===== src/sv/evwd_pkg.sv =====
// shared widths, reset values, register indexes and stage structs for the vad wake detector
package evwd_pkg;

  localparam int SAMPLE_W   = 16;
  localparam int SQ_W       = 31;
  localparam int ENERGY_W   = 41;
  localparam int THR_W      = 31;
  localparam int RUN_W      = 16;
  localparam int CFG_IDX_W  = 2;
  localparam int CFG_DATA_W = 31;

  localparam int MAX_FRAME_DEFAULT = 512;

  localparam logic [THR_W-1:0] THR_RESET      = THR_W'(8100);
  localparam logic [RUN_W-1:0] WAKE_RUN_RESET = RUN_W'(1920);
  localparam logic [RUN_W-1:0] RUN_MAX        = {RUN_W{1'b1}};

  typedef enum logic [CFG_IDX_W-1:0] {
    CFG_MEAN_SQ_THR = 2'd0,
    CFG_WAKE_RUN    = 2'd1
  } cfg_idx_e;

  typedef struct packed {
    logic signed [SAMPLE_W-1:0] sample;
    logic                       frame_end;
    logic                       asleep;
  } in_item_t;

  typedef struct packed {
    logic [SQ_W-1:0] sq;
    logic            last;
    logic            asleep;
  } front_t;

  typedef struct packed {
    logic voiced;
    logic asleep;
  } energy_t;

  typedef struct packed {
    logic             frame_voiced;
    logic             wake;
    logic [RUN_W-1:0] voiced_run;
  } result_t;

endpackage


===== src/sv/evwd_if.sv =====
// request channel interfaces: sample input, frame result output, register writes
interface evwd_in_if;
  import evwd_pkg::*;
  logic                       valid;
  logic                       ready;
  logic signed [SAMPLE_W-1:0] sample;
  logic                       frame_end;
  logic                       asleep;

  modport source (output valid, output sample, output frame_end, output asleep, input ready);
  modport sink (input valid, input sample, input frame_end, input asleep, output ready);
endinterface

interface evwd_out_if;
  import evwd_pkg::*;
  logic             valid;
  logic             ready;
  logic             frame_voiced;
  logic             wake;
  logic [RUN_W-1:0] voiced_run;

  modport source (output valid, output frame_voiced, output wake, output voiced_run,
                  input ready);
  modport sink (input valid, input frame_voiced, input wake, input voiced_run,
                output ready);
endinterface

interface evwd_cfg_if;
  import evwd_pkg::*;
  logic                  valid;
  logic                  ready;
  logic [CFG_IDX_W-1:0]  index;
  logic [CFG_DATA_W-1:0] data;

  modport source (output valid, output index, output data, input ready);
  modport sink (input valid, input index, input data, output ready);
endinterface


===== src/sv/evwd_front.sv =====
// input register, sample squaring and frame sample counting
module evwd_front #(
  parameter int MAX_FRAME = evwd_pkg::MAX_FRAME_DEFAULT,
  parameter int NW        = ((MAX_FRAME > 1) ? $clog2(MAX_FRAME) : 1) + 1
) (
  input  logic              clk_i,
  input  logic              rst_ni,
  input  logic              in_valid_i,
  output logic              in_ready_o,
  input  evwd_pkg::in_item_t in_item_i,
  output logic              out_valid_o,
  input  logic              out_ready_i,
  output evwd_pkg::front_t  out_item_o,
  output logic [NW-1:0]     out_n_o
);
  import evwd_pkg::*;

  localparam int CNTW = NW - 1;

  logic                       a_valid_q;
  in_item_t                   a_item_q;
  logic                       a_ready;
  logic                       b_valid_q;
  front_t                     b_item_q;
  logic [NW-1:0]              b_n_q;
  logic                       b_ready;
  logic [CNTW-1:0]            cnt_q;
  logic [CNTW-1:0]            cnt_d;
  logic signed [SAMPLE_W-1:0] smp;
  logic signed [2*SAMPLE_W-1:0] sq_full;
  logic [NW-1:0]              n;
  logic                       last;

  assign b_ready    = !b_valid_q || out_ready_i;
  assign a_ready    = !a_valid_q || b_ready;
  assign in_ready_o = a_ready;

  assign smp     = a_item_q.sample;
  assign sq_full = smp * smp;
  assign n       = {1'b0, cnt_q} + NW'(1);
  // a frame that fills up ends on its own
  assign last    = a_item_q.frame_end || (n >= NW'(MAX_FRAME));
  assign cnt_d   = last ? '0 : n[CNTW-1:0];

  always_ff @(posedge clk_i or negedge rst_ni) begin
    if (!rst_ni) begin
      a_valid_q <= 1'b0;
      b_valid_q <= 1'b0;
      cnt_q     <= '0;
    end else begin
      if (a_ready) begin
        a_valid_q <= in_valid_i;
      end
      if (b_ready) begin
        b_valid_q <= a_valid_q;
        if (a_valid_q) begin
          cnt_q <= cnt_d;
        end
      end
    end
  end

  always_ff @(posedge clk_i) begin
    if (a_ready && in_valid_i) begin
      a_item_q <= in_item_i;
    end
    if (b_ready && a_valid_q) begin
      b_item_q.sq     <= sq_full[SQ_W-1:0];
      b_item_q.last   <= last;
      b_item_q.asleep <= a_item_q.asleep;
      b_n_q           <= n;
    end
  end

  assign out_valid_o = b_valid_q;
  assign out_item_o  = b_item_q;
  assign out_n_o     = b_n_q;

  assert property (@(posedge clk_i) disable iff (!rst_ni)
    {1'b0, cnt_q} < NW'(MAX_FRAME))
    else $error("frame sample count reached the frame limit");

endmodule


===== src/sv/evwd_energy.sv =====
// frame energy accumulation, threshold product and voiced decision
module evwd_energy #(
  parameter int NW = 10
) (
  input  logic                     clk_i,
  input  logic                     rst_ni,
  input  logic                     in_valid_i,
  output logic                     in_ready_o,
  input  evwd_pkg::front_t         in_item_i,
  input  logic [NW-1:0]            in_n_i,
  input  logic [evwd_pkg::THR_W-1:0] thr_i,
  output logic                     out_valid_o,
  input  logic                     out_ready_i,
  output evwd_pkg::energy_t        out_item_o,
  output logic [NW-1:0]            out_n_o
);
  import evwd_pkg::*;

  localparam int PW = THR_W + NW;
  localparam int CW = (PW > ENERGY_W) ? PW : ENERGY_W;

  logic [ENERGY_W-1:0] acc_q;
  logic [ENERGY_W-1:0] total;
  logic [PW-1:0]       prod;
  logic                c_valid_q;
  logic                c_ready;
  logic [ENERGY_W-1:0] c_total_q;
  logic [PW-1:0]       c_prod_q;
  logic                c_asleep_q;
  logic [NW-1:0]       c_n_q;
  logic                d_valid_q;
  logic                d_ready;
  energy_t             d_item_q;
  logic [NW-1:0]       d_n_q;
  logic                voiced;

  assign d_ready    = !d_valid_q || out_ready_i;
  assign c_ready    = !c_valid_q || d_ready;
  assign in_ready_o = c_ready;

  assign total  = acc_q + ENERGY_W'(in_item_i.sq);
  assign prod   = PW'(thr_i) * PW'(in_n_i);
  assign voiced = CW'(c_total_q) >= CW'(c_prod_q);

  always_ff @(posedge clk_i or negedge rst_ni) begin
    if (!rst_ni) begin
      acc_q     <= '0;
      c_valid_q <= 1'b0;
      d_valid_q <= 1'b0;
    end else begin
      if (c_ready) begin
        // only frame ends move on; other samples just accumulate
        c_valid_q <= in_valid_i && in_item_i.last;
        if (in_valid_i) begin
          acc_q <= in_item_i.last ? '0 : total;
        end
      end
      if (d_ready) begin
        d_valid_q <= c_valid_q;
      end
    end
  end

  always_ff @(posedge clk_i) begin
    if (c_ready && in_valid_i && in_item_i.last) begin
      c_total_q  <= total;
      c_prod_q   <= prod;
      c_asleep_q <= in_item_i.asleep;
      c_n_q      <= in_n_i;
    end
    if (d_ready && c_valid_q) begin
      d_item_q.voiced <= voiced;
      d_item_q.asleep <= c_asleep_q;
      d_n_q           <= c_n_q;
    end
  end

  assign out_valid_o = d_valid_q;
  assign out_item_o  = d_item_q;
  assign out_n_o     = d_n_q;

endmodule


===== src/sv/evwd_run.sv =====
// voiced run counter, wake decision and result register
module evwd_run #(
  parameter int NW = 10
) (
  input  logic                       clk_i,
  input  logic                       rst_ni,
  input  logic                       in_valid_i,
  output logic                       in_ready_o,
  input  evwd_pkg::energy_t          in_item_i,
  input  logic [NW-1:0]              in_n_i,
  input  logic [evwd_pkg::RUN_W-1:0] wake_run_i,
  output logic                       out_valid_o,
  input  logic                       out_ready_i,
  output evwd_pkg::result_t          out_item_o
);
  import evwd_pkg::*;

  localparam int SUMW = RUN_W + 1;

  logic             take;
  logic [RUN_W-1:0] cnt_q;
  logic [RUN_W-1:0] cnt_d;
  logic [SUMW-1:0]  sum;
  logic [RUN_W-1:0] sat;
  logic             grow;
  logic             wake;
  logic             o_valid_q;
  result_t          o_item_q;

  assign in_ready_o = !o_valid_q || out_ready_i;
  assign take       = in_valid_i && in_ready_o;

  assign sum   = {1'b0, cnt_q} + SUMW'(in_n_i);
  assign sat   = sum[SUMW-1] ? RUN_MAX : sum[RUN_W-1:0];
  assign grow  = in_item_i.asleep && in_item_i.voiced;
  assign wake  = grow && (sat >= wake_run_i);
  // awake, unvoiced or woken: the run starts over
  assign cnt_d = (grow && !wake) ? sat : '0;

  always_ff @(posedge clk_i or negedge rst_ni) begin
    if (!rst_ni) begin
      cnt_q     <= '0;
      o_valid_q <= 1'b0;
    end else begin
      if (in_ready_o) begin
        o_valid_q <= in_valid_i;
      end
      if (take) begin
        cnt_q <= cnt_d;
      end
    end
  end

  always_ff @(posedge clk_i) begin
    if (take) begin
      o_item_q.frame_voiced <= in_item_i.voiced;
      o_item_q.wake         <= wake;
      o_item_q.voiced_run   <= cnt_d;
    end
  end

  assign out_valid_o = o_valid_q;
  assign out_item_o  = o_item_q;

  assert property (@(posedge clk_i) disable iff (!rst_ni)
    o_valid_q && o_item_q.wake |-> o_item_q.frame_voiced)
    else $error("wake on an unvoiced frame");

  assert property (@(posedge clk_i) disable iff (!rst_ni)
    o_valid_q && (o_item_q.wake || !o_item_q.frame_voiced) |-> o_item_q.voiced_run == '0)
    else $error("run not cleared after wake or unvoiced frame");

  assert property (@(posedge clk_i) disable iff (!rst_ni)
    take |=> cnt_q == o_item_q.voiced_run)
    else $error("reported run differs from held run");

endmodule


===== src/sv/energy_vad_wake_detector.sv =====
// a frame's last sample passes registers a, b, c, d; its result is then registered
// throughput: one sample per cycle unless stalled; only frame ends give a result
// the only stall comes from the result register when the output request is not taken
// reset clears the energy sum, frame count and run, and loads threshold 8100, run 1920
// register writes are taken every cycle
module energy_vad_wake_detector #(
  parameter int MAX_FRAME = evwd_pkg::MAX_FRAME_DEFAULT
) (
  input  logic            clk_i,
  input  logic            rst_ni,
  evwd_in_if.sink         in_i,
  evwd_out_if.source      out_o,
  evwd_cfg_if.sink        cfg_i
);
  import evwd_pkg::*;

  localparam int NW = ((MAX_FRAME > 1) ? $clog2(MAX_FRAME) : 1) + 1;

  logic [THR_W-1:0] thr_q;
  logic [RUN_W-1:0] wake_run_q;
  in_item_t         in_item;
  logic             f_valid;
  logic             f_ready;
  front_t           f_item;
  logic [NW-1:0]    f_n;
  logic             e_valid;
  logic             e_ready;
  energy_t          e_item;
  logic [NW-1:0]    e_n;
  result_t          res;

  assign cfg_i.ready = 1'b1;

  always_ff @(posedge clk_i or negedge rst_ni) begin
    if (!rst_ni) begin
      thr_q      <= THR_RESET;
      wake_run_q <= WAKE_RUN_RESET;
    end else if (cfg_i.valid) begin
      case (cfg_idx_e'(cfg_i.index))
        CFG_MEAN_SQ_THR: thr_q      <= cfg_i.data[THR_W-1:0];
        CFG_WAKE_RUN:    wake_run_q <= cfg_i.data[RUN_W-1:0];
        default: ;
      endcase
    end
  end

  assign in_item.sample    = in_i.sample;
  assign in_item.frame_end = in_i.frame_end;
  assign in_item.asleep    = in_i.asleep;

  evwd_front #(
    .MAX_FRAME (MAX_FRAME),
    .NW        (NW)
  ) u_front (
    .clk_i       (clk_i),
    .rst_ni      (rst_ni),
    .in_valid_i  (in_i.valid),
    .in_ready_o  (in_i.ready),
    .in_item_i   (in_item),
    .out_valid_o (f_valid),
    .out_ready_i (f_ready),
    .out_item_o  (f_item),
    .out_n_o     (f_n)
  );

  evwd_energy #(
    .NW (NW)
  ) u_energy (
    .clk_i       (clk_i),
    .rst_ni      (rst_ni),
    .in_valid_i  (f_valid),
    .in_ready_o  (f_ready),
    .in_item_i   (f_item),
    .in_n_i      (f_n),
    .thr_i       (thr_q),
    .out_valid_o (e_valid),
    .out_ready_i (e_ready),
    .out_item_o  (e_item),
    .out_n_o     (e_n)
  );

  evwd_run #(
    .NW (NW)
  ) u_run (
    .clk_i       (clk_i),
    .rst_ni      (rst_ni),
    .in_valid_i  (e_valid),
    .in_ready_o  (e_ready),
    .in_item_i   (e_item),
    .in_n_i      (e_n),
    .wake_run_i  (wake_run_q),
    .out_valid_o (out_o.valid),
    .out_ready_i (out_o.ready),
    .out_item_o  (res)
  );

  assign out_o.frame_voiced = res.frame_voiced;
  assign out_o.wake         = res.wake;
  assign out_o.voiced_run   = res.voiced_run;

endmodule

===== src/flat_wrapper.sv =====
// flat-port wrapper written by rule: the top's interface ports become plain ports
module energy_vad_wake_detector_flat import evwd_pkg::*;
#(
  parameter int MAX_FRAME = evwd_pkg::MAX_FRAME_DEFAULT
)
  (clk_i, rst_ni, in_i_valid, in_i_sample, in_i_frame_end, in_i_asleep, in_i_ready, out_o_valid, out_o_frame_voiced, out_o_wake, out_o_voiced_run, out_o_ready, cfg_i_valid, cfg_i_index, cfg_i_data, cfg_i_ready);
  evwd_in_if in_i_i ();
  evwd_out_if out_o_i ();
  evwd_cfg_if cfg_i_i ();
  input  logic clk_i;
  input  logic rst_ni;
  input wire logic [$bits(in_i_i.valid)-1:0] in_i_valid;
  input wire logic [$bits(in_i_i.sample)-1:0] in_i_sample;
  input wire logic [$bits(in_i_i.frame_end)-1:0] in_i_frame_end;
  input wire logic [$bits(in_i_i.asleep)-1:0] in_i_asleep;
  output wire logic [$bits(in_i_i.ready)-1:0] in_i_ready;
  output wire logic [$bits(out_o_i.valid)-1:0] out_o_valid;
  output wire logic [$bits(out_o_i.frame_voiced)-1:0] out_o_frame_voiced;
  output wire logic [$bits(out_o_i.wake)-1:0] out_o_wake;
  output wire logic [$bits(out_o_i.voiced_run)-1:0] out_o_voiced_run;
  input wire logic [$bits(out_o_i.ready)-1:0] out_o_ready;
  input wire logic [$bits(cfg_i_i.valid)-1:0] cfg_i_valid;
  input wire logic [$bits(cfg_i_i.index)-1:0] cfg_i_index;
  input wire logic [$bits(cfg_i_i.data)-1:0] cfg_i_data;
  output wire logic [$bits(cfg_i_i.ready)-1:0] cfg_i_ready;
  assign in_i_i.valid = in_i_valid;
  assign in_i_i.sample = in_i_sample;
  assign in_i_i.frame_end = in_i_frame_end;
  assign in_i_i.asleep = in_i_asleep;
  assign in_i_ready = in_i_i.ready;
  assign out_o_valid = out_o_i.valid;
  assign out_o_frame_voiced = out_o_i.frame_voiced;
  assign out_o_wake = out_o_i.wake;
  assign out_o_voiced_run = out_o_i.voiced_run;
  assign out_o_i.ready = out_o_ready;
  assign cfg_i_i.valid = cfg_i_valid;
  assign cfg_i_i.index = cfg_i_index;
  assign cfg_i_i.data = cfg_i_data;
  assign cfg_i_ready = cfg_i_i.ready;
  energy_vad_wake_detector #(.MAX_FRAME(MAX_FRAME)) u_core (.clk_i(clk_i), .rst_ni(rst_ni), .in_i(in_i_i), .out_o(out_o_i), .cfg_i(cfg_i_i));
endmodule

===== config.mk =====
export PLATFORM = sky130hd
export DESIGN_NAME = energy_vad_wake_detector_flat
export DESIGN_NICKNAME = d
export VERILOG_FILES = /design/src/sv/evwd_pkg.sv /design/src/sv/evwd_if.sv /design/src/sv/evwd_front.sv /design/src/sv/evwd_energy.sv /design/src/sv/evwd_run.sv /design/src/sv/energy_vad_wake_detector.sv /design/src/flat_wrapper.sv
export SDC_FILE = /design/constraint.sdc
export NUM_CORES = 2
export LEC_CHECK = 0
export ABC_AREA = 1
export BUFFER_PORTS_ARGS = -buffer_cell sky130_fd_sc_hd__buf_4
export CELL_PAD_IN_SITES_DETAIL_PLACEMENT = 1
export CELL_PAD_IN_SITES_GLOBAL_PLACEMENT = 2
export CORE_MARGIN = 5
export CORE_UTILIZATION = 36
export DETAILED_ROUTE_END_ITERATION = 10
export PLACE_DENSITY = 0.77
export SLEW_MARGIN = 20
export SYNTH_ARGS = -nofsm -noshare
export SYNTH_HDL_FRONTEND = slang
export SYNTH_SLANG_ARGS = --single-unit

===== constraint.sdc =====
create_clock -name clk_i -period 5.68 [get_ports clk_i]
set_input_delay 0.568 -clock clk_i [delete_from_list [all_inputs] [get_ports clk_i]]
set_output_delay 0.568 -clock clk_i [all_outputs]
set_load 0.005 [all_outputs]

== After elaboration in Yosys (flattened, before gate mapping) ==
Index checks and enable logic that the tools add are counted.

* Bits in registers: 302
* Output and inout bits: 21

* Add/sub/neg operators: 3
* Multiply operators: 2
* $lt $le $gt $ge: 3
* Eq/ne operators: 1
* Mux-type cells: 4
* Reduce and logical (&&, ||, !) cells: 27

{| class="wikitable"
|+ Operators by type and width
! kind !! number
|-
| adder 41 x 31 -> 41 bit || 1
|-
| greater-or-equal comparator 41 bit || 1
|-
| multiplier 31 x 10 -> 41 bit || 1
|-
| two-way mux 41 bit || 1
|-
| two-way mux 16 bit || 2
|-
| multiplier 16 x 16 -> 31 bit || 1
|-
| adder 16 x 10 -> 17 bit || 1
|-
| greater-or-equal comparator 16 bit || 1
|-
| adder 9 x 1 -> 10 bit (second input constant) || 1
|-
| greater-or-equal comparator 10 bit (second input constant) || 1
|-
| logical AND 1 bit || 10
|-
| two-way mux 9 bit || 1
|-
| AND reduction 2 bit || 4
|-
| logical NOT 1 bit || 6
|-
| logical OR 1 bit || 6
|-
| == test 2 x 1 -> 1 bit (second input constant) || 1
|-
| logical NOT 2 bit || 1
|}

== Longest topological paths before layout ==
* Word-level depth: 7
* Gate-level depth with buffers: 26

== Hierarchy ==
A second synthesis with hierarchy kept.

* Cells, all modules: 4505
* Area, all modules: 36092.1 µm²

{| class="wikitable"
|+ Modules (own cells, without submodules)
! module !! times used !! cells an instance !! area an instance (µm²) !! seq. area each (µm²)
|-
| evwd_energy || 1 || 2545 || 19278.5 || 4229.1
|-
| evwd_front || 1 || 1396 || 11941.5 || 2077.0
|-
| evwd_run || 1 || 355 || 2871.5 || 965.9
|-
| energy_vad_wake_detector || 1 || 209 || 2000.7 || 1191.1
|}

== Least setup slack after synthesis ==
No wires, ideal clock.

* Path type: flip-flop to flip-flop
* Start point: reg u_core.u_front.a_item_q (netlist bit u_core.u_front.smp[9])
* End point: reg u_core.u_front.b_item_q (netlist bit u_core.u_front.out_item_o[23]) (data pin)
* Arrival time: 5435 ps
* Data required time: 5418 ps
* Setup slack: -18 ps
* Cell stages (with the launch flop): 21
* Buffers on the path: 2
* Clock period less this slack: 5698 ps
* Path through: edfxtp_1 -> clkbuf_1 -> clkbuf_1 -> nand2_1 -> fa_1 -> fa_1 -> fa_1 -> inv_1 -> fa_1 -> fa_1 -> inv_1 -> fa_1 -> inv_1 -> ha_1 -> nand2_1 -> inv_1 -> a21oi_1 -> o21ai_0 -> a21oi_1 -> o21bai_1 -> xor2_1

* Word-level cells in the longest chain between the ends: 1

{| class="wikitable"
|+ RTL lines
! what !! line !! text
|-
| start: declaration || evwd_front.sv:21 || <nowiki>in_item_t a_item_q;</nowiki>
|-
| start signal: assignment || evwd_front.sv:65 || <nowiki>a_item_q <= in_item_i;</nowiki>
|-
| multiplier 16 x 16 -> 31 bit || evwd_front.sv:39 || <nowiki>assign sq_full = smp * smp;</nowiki>
|-
| via u_core.u_front.sq_full[21] || evwd_front.sv:30 || <nowiki>logic signed [2*SAMPLE_W-1:0] sq_full;</nowiki>
|-
| end: declaration || evwd_front.sv:24 || <nowiki>front_t b_item_q;</nowiki>
|}

The timed path passes the listed nets, and every way through them passes these cells.
A chain may end at the register's enable or synchronous reset.

== Worst setup path after layout ==
* Start point: reg u_core.u_front.a_item_q (netlist bit u_core.u_front.smp[4])
* End point: reg u_core.u_front.b_item_q (netlist bit u_core.u_front.out_item_o[28]) (data pin)

Same word-level chain as after synthesis.

==> impl_metrics.env <==
export IMPL_yosysWarnings=0
export IMPL_rsz0062_at_grt="true"
export IMPL_reg2reg_from="u_core.u_front.smp[4]"
export IMPL_timing_rr_end="u_core.u_front.out_item_o[28]"
export IMPL_post_route_min_period_ns=5.55
export IMPL_firstDrtPassIters=5
export IMPL_critPathTopFamily="adder cells"
export IMPL_regArea_mm2=0.00847
export IMPL_async_flop_share_pct=39.2
export IMPL_synth_main_ff_cell="edfxtp_1"
export IMPL_synthTopCellsByArea="fa_1 26%, edfxtp_1 16%, nand2_1 12%"
export IMPL_area_delta_synth_final_pct=14.3
export IMPL_drv_slew=0
export IMPL_postRouteAntennaNets=0
export IMPL_synth_top_cell_area_share_pct=26.2
export IMPL_fin_ws_ns=0.133
export IMPL_ys_types=54
export IMPL_synth_edff_count=183
export IMPL_antennaDiodeCount=0
export IMPL_die_width_um=323
export IMPL_path_clk_slew_ns=0.06
export IMPL_cts_sinks=301
export IMPL_cp_slowest_cell="edfxtp_1"
export IMPL_end_kind="register"
export IMPL_final_fill_count=11600
export IMPL_fp_dieH_um=323
export IMPL_hold_class="in -> async"
export IMPL_fin_skew_ns=0.0167
export IMPL_tightestPinTransition_ns=0.976
export IMPL_h_tree_depth=2
export IMPL_synth_seq_cells=301
export IMPL_fin_nets=5296
export IMPL_outcome="completed"
export IMPL_globalplace_congestion=0.863
export IMPL_hold_ws_ns=0.0352
export IMPL_core_area_mm2=0.0970
export IMPL_grt_pass1_wl_mm=168
export IMPL_port_buffers=75
export IMPL_r2r_cells=21
export IMPL_first_iter_violations=1195
export IMPL_synth_top_area_cell="fa_1"
export IMPL_finalSetupTns_ns=0
export IMPL_synthCells=4348
export IMPL_fmax_mhz=180
export IMPL_ys_seq_area_share_pct=24.0
export IMPL_reg2reg_slack_ns=0.13
export IMPL_viasPerCell=4.73
export IMPL_crit_chain="buf_4 > nand2_1 > fa_1 > inv_1 > fa_1 > fa_1 > fa_1 > fa_1 > inv_1 > fa_1 > inv_1 > ha_4 > nand2_2 > buf_4 > nor2_4 > inv_1 > nor3_2 > and3_1 > nand2_1 > nand4_1 > nand2_1"
export IMPL_crit_top_cell="fa_1"
export IMPL_vias=27500
export IMPL_path_buf_inv=6
export IMPL_finish_utilization_pct=41.6
export IMPL_cp_max_fo=8
export IMPL_grt_start_max_net_pins=61
export IMPL_drive_above_1_share_pct=10.6
export IMPL_period_share_pct=97.7
export IMPL_cp_arrival_ns=5.88
export IMPL_setup_viol=0
export IMPL_totalWireLength_mm=105
export IMPL_drc=0
export IMPL_place_hpwl_mm=87.6
export IMPL_io_pins=77
export IMPL_clkLatencyLatePin_ns=0.59
export IMPL_clockRootBuffer="clkbuf_16"
export IMPL_fp_dieArea_mm2=0.104
export IMPL_slowest_delay_ns=0.61
export IMPL_grt_pass1_vias=30600
export IMPL_synth_nets=5127
export IMPL_cts_buffers_inserted=40
export IMPL_fp_row_count=114
export IMPL_cts_tree="yes"
export IMPL_cp_depth=21
export IMPL_synth_avg_cell_area_um2=8.11
export IMPL_required_ns=6.02
export IMPL_grt_total_usage_pct=20.4
export IMPL_maxCapViolations=0
export IMPL_clock_path_buffers=3
export IMPL_slew_headroom_pct=34.7
export IMPL_crit_type="reg -> reg"
export IMPL_start_util_pct=36.4
export IMPL_start_kind="register"
export IMPL_dpl_worst_slack_ns=-0.152
export IMPL_hold_viol=0
export IMPL_wl_per_cell_um=18.0
export IMPL_grt_ovfl_total=0
export IMPL_syn_cell_area_mm2=0.0353
export IMPL_multi_input_area_mm2=0.0227
export IMPL_cts_hold_buf=0
export IMPL_grt_antenna_before_repair=1
-- metrics by stage --
stage / area (um^2) / cells
floorplan: 35300 / 4348
global placement: 38100 / 5716
detailed placement: 38100 / 5716
CTS: 39600 / 5797
global route: 40300 / 5824
finish: 40300 / 5824
-- registers in the layout (all words and copies together), names as in the netlist, 16 cells and up --
| name | cells |
|---|---|
| u_core.u_energy.acc_q | 41 |
| u_core.wake_run_q | 16 |
| u_core.u_front.smp | 16 |
| u_core.u_energy.c_prod_q | 41 |
| u_core.u_energy.c_total_q | 41 |
| u_core.u_front.out_item_o | 32 |
| u_core.u_run.out_item_o | 18 |
| u_core.u_run.cnt_q | 16 |
| u_core.thr_q | 31 |
-- repair_timing --
item	4_1_cts	5_1_grt
gates cloned	0	1
pin swaps	0	29
buffers inserted	8	25
resized for setup	9	120
setup endpoints to repair	9	20
-- cell type report --
class                           instances  area share [%]
Timing Repair Buffer                  242            5.01
Multi-Input combinational cell       2829            56.4
Clock buffer                           53            2.75
Tap cell                             1276            3.96
Sequential cell                       301            21.0
Inverter                             1103            10.3
Clock inverter                         20           0.640
-- cell families after synthesis --
logic type      after synthesis  synth area share [%]
other cells                   1                0.0106
compound gates              312                  4.85
mux                          15                 0.479
fa+ha+maj                   723                  35.5
simple gates               1681                  19.8
flops                       301                  24.0
buf+inv                    1218                  13.0
xor+xnor                     97                  2.41
-- worst max-delay path by stage --
stage / startpoint / to
floorplan: u_core.u_front.smp[1] / u_core.u_front.out_item_o[29]
global placement: u_core.u_front.smp[1] / u_core.u_front.out_item_o[31]
detailed placement: u_core.u_front.smp[10] / u_core.u_front.out_item_o[28]
CTS: u_core.u_front.smp[8] / u_core.u_front.out_item_o[32]
global route: u_core.u_front.smp[15] / u_core.u_front.out_item_o[32]
finish: u_core.u_front.smp[4] / u_core.u_front.out_item_o[28]
-- Yosys cell counts, types with 15 or more instances --
library cell / n
nand2_1: 1137
inv_1: 1100
fa_1: 461
ha_1: 262
nor2_1: 220
edfxtp_1: 183
nand3_1: 159
a21oi_1: 143
o21ai_0: 110
dfrtp_1: 106
clkbuf_1: 104
xor2_1: 74
nand4_1: 51
and2_1: 29
xnor2_1: 23
nor3_1: 22
nand3b_1: 16
mux2_2: 15
o21bai_1: 15
-- cell usage in the layout, fill, tap and decap left out, types with 22 or more instances in the layout --
cell type	Yosys	final
edfxtp_1	183	183
dfrtp_1	106	104
clkbuf_16	0	41
nand2_2	12	32
inv_1	1100	1090
o21ai_0	110	101
xnor2_1	23	22
nor2_1	220	200
ha_1	262	245
nand2_1	1137	1117
xor2_1	74	73
and2_1	29	29
a21oi_1	143	132
buf_4	1	218
fa_1	461	455
nand4_1	51	51
nand3_1	159	157
-- layer usage --
layer,GRT usage [%],share of wire [%]
met5,0,0.0095
met4,4.77,2.5
met1,27.8,47
met3,2.21,2.8
met2,35.0,48
-- worst register-to-register path, stage by stage, from the launching register on --
cell and delay (ns):
edfxtp_1 0.61, buf_4 0.20, nand2_1 0.08, fa_1 0.53
inv_1 0.07, fa_1 0.53, fa_1 0.44, fa_1 0.50
fa_1 0.50, inv_1 0.05, fa_1 0.47, inv_1 0.06
ha_4 0.28, nand2_2 0.07, buf_4 0.14, nor2_4 0.09
inv_1 0.07, nor3_2 0.20, and3_1 0.17, nand2_1 0.08
nand4_1 0.08, nand2_1 0.05
Power is left out: the tool's default activity adds up to more than one toggle a clock period on the data nets, which glitch-free logic cannot reach.
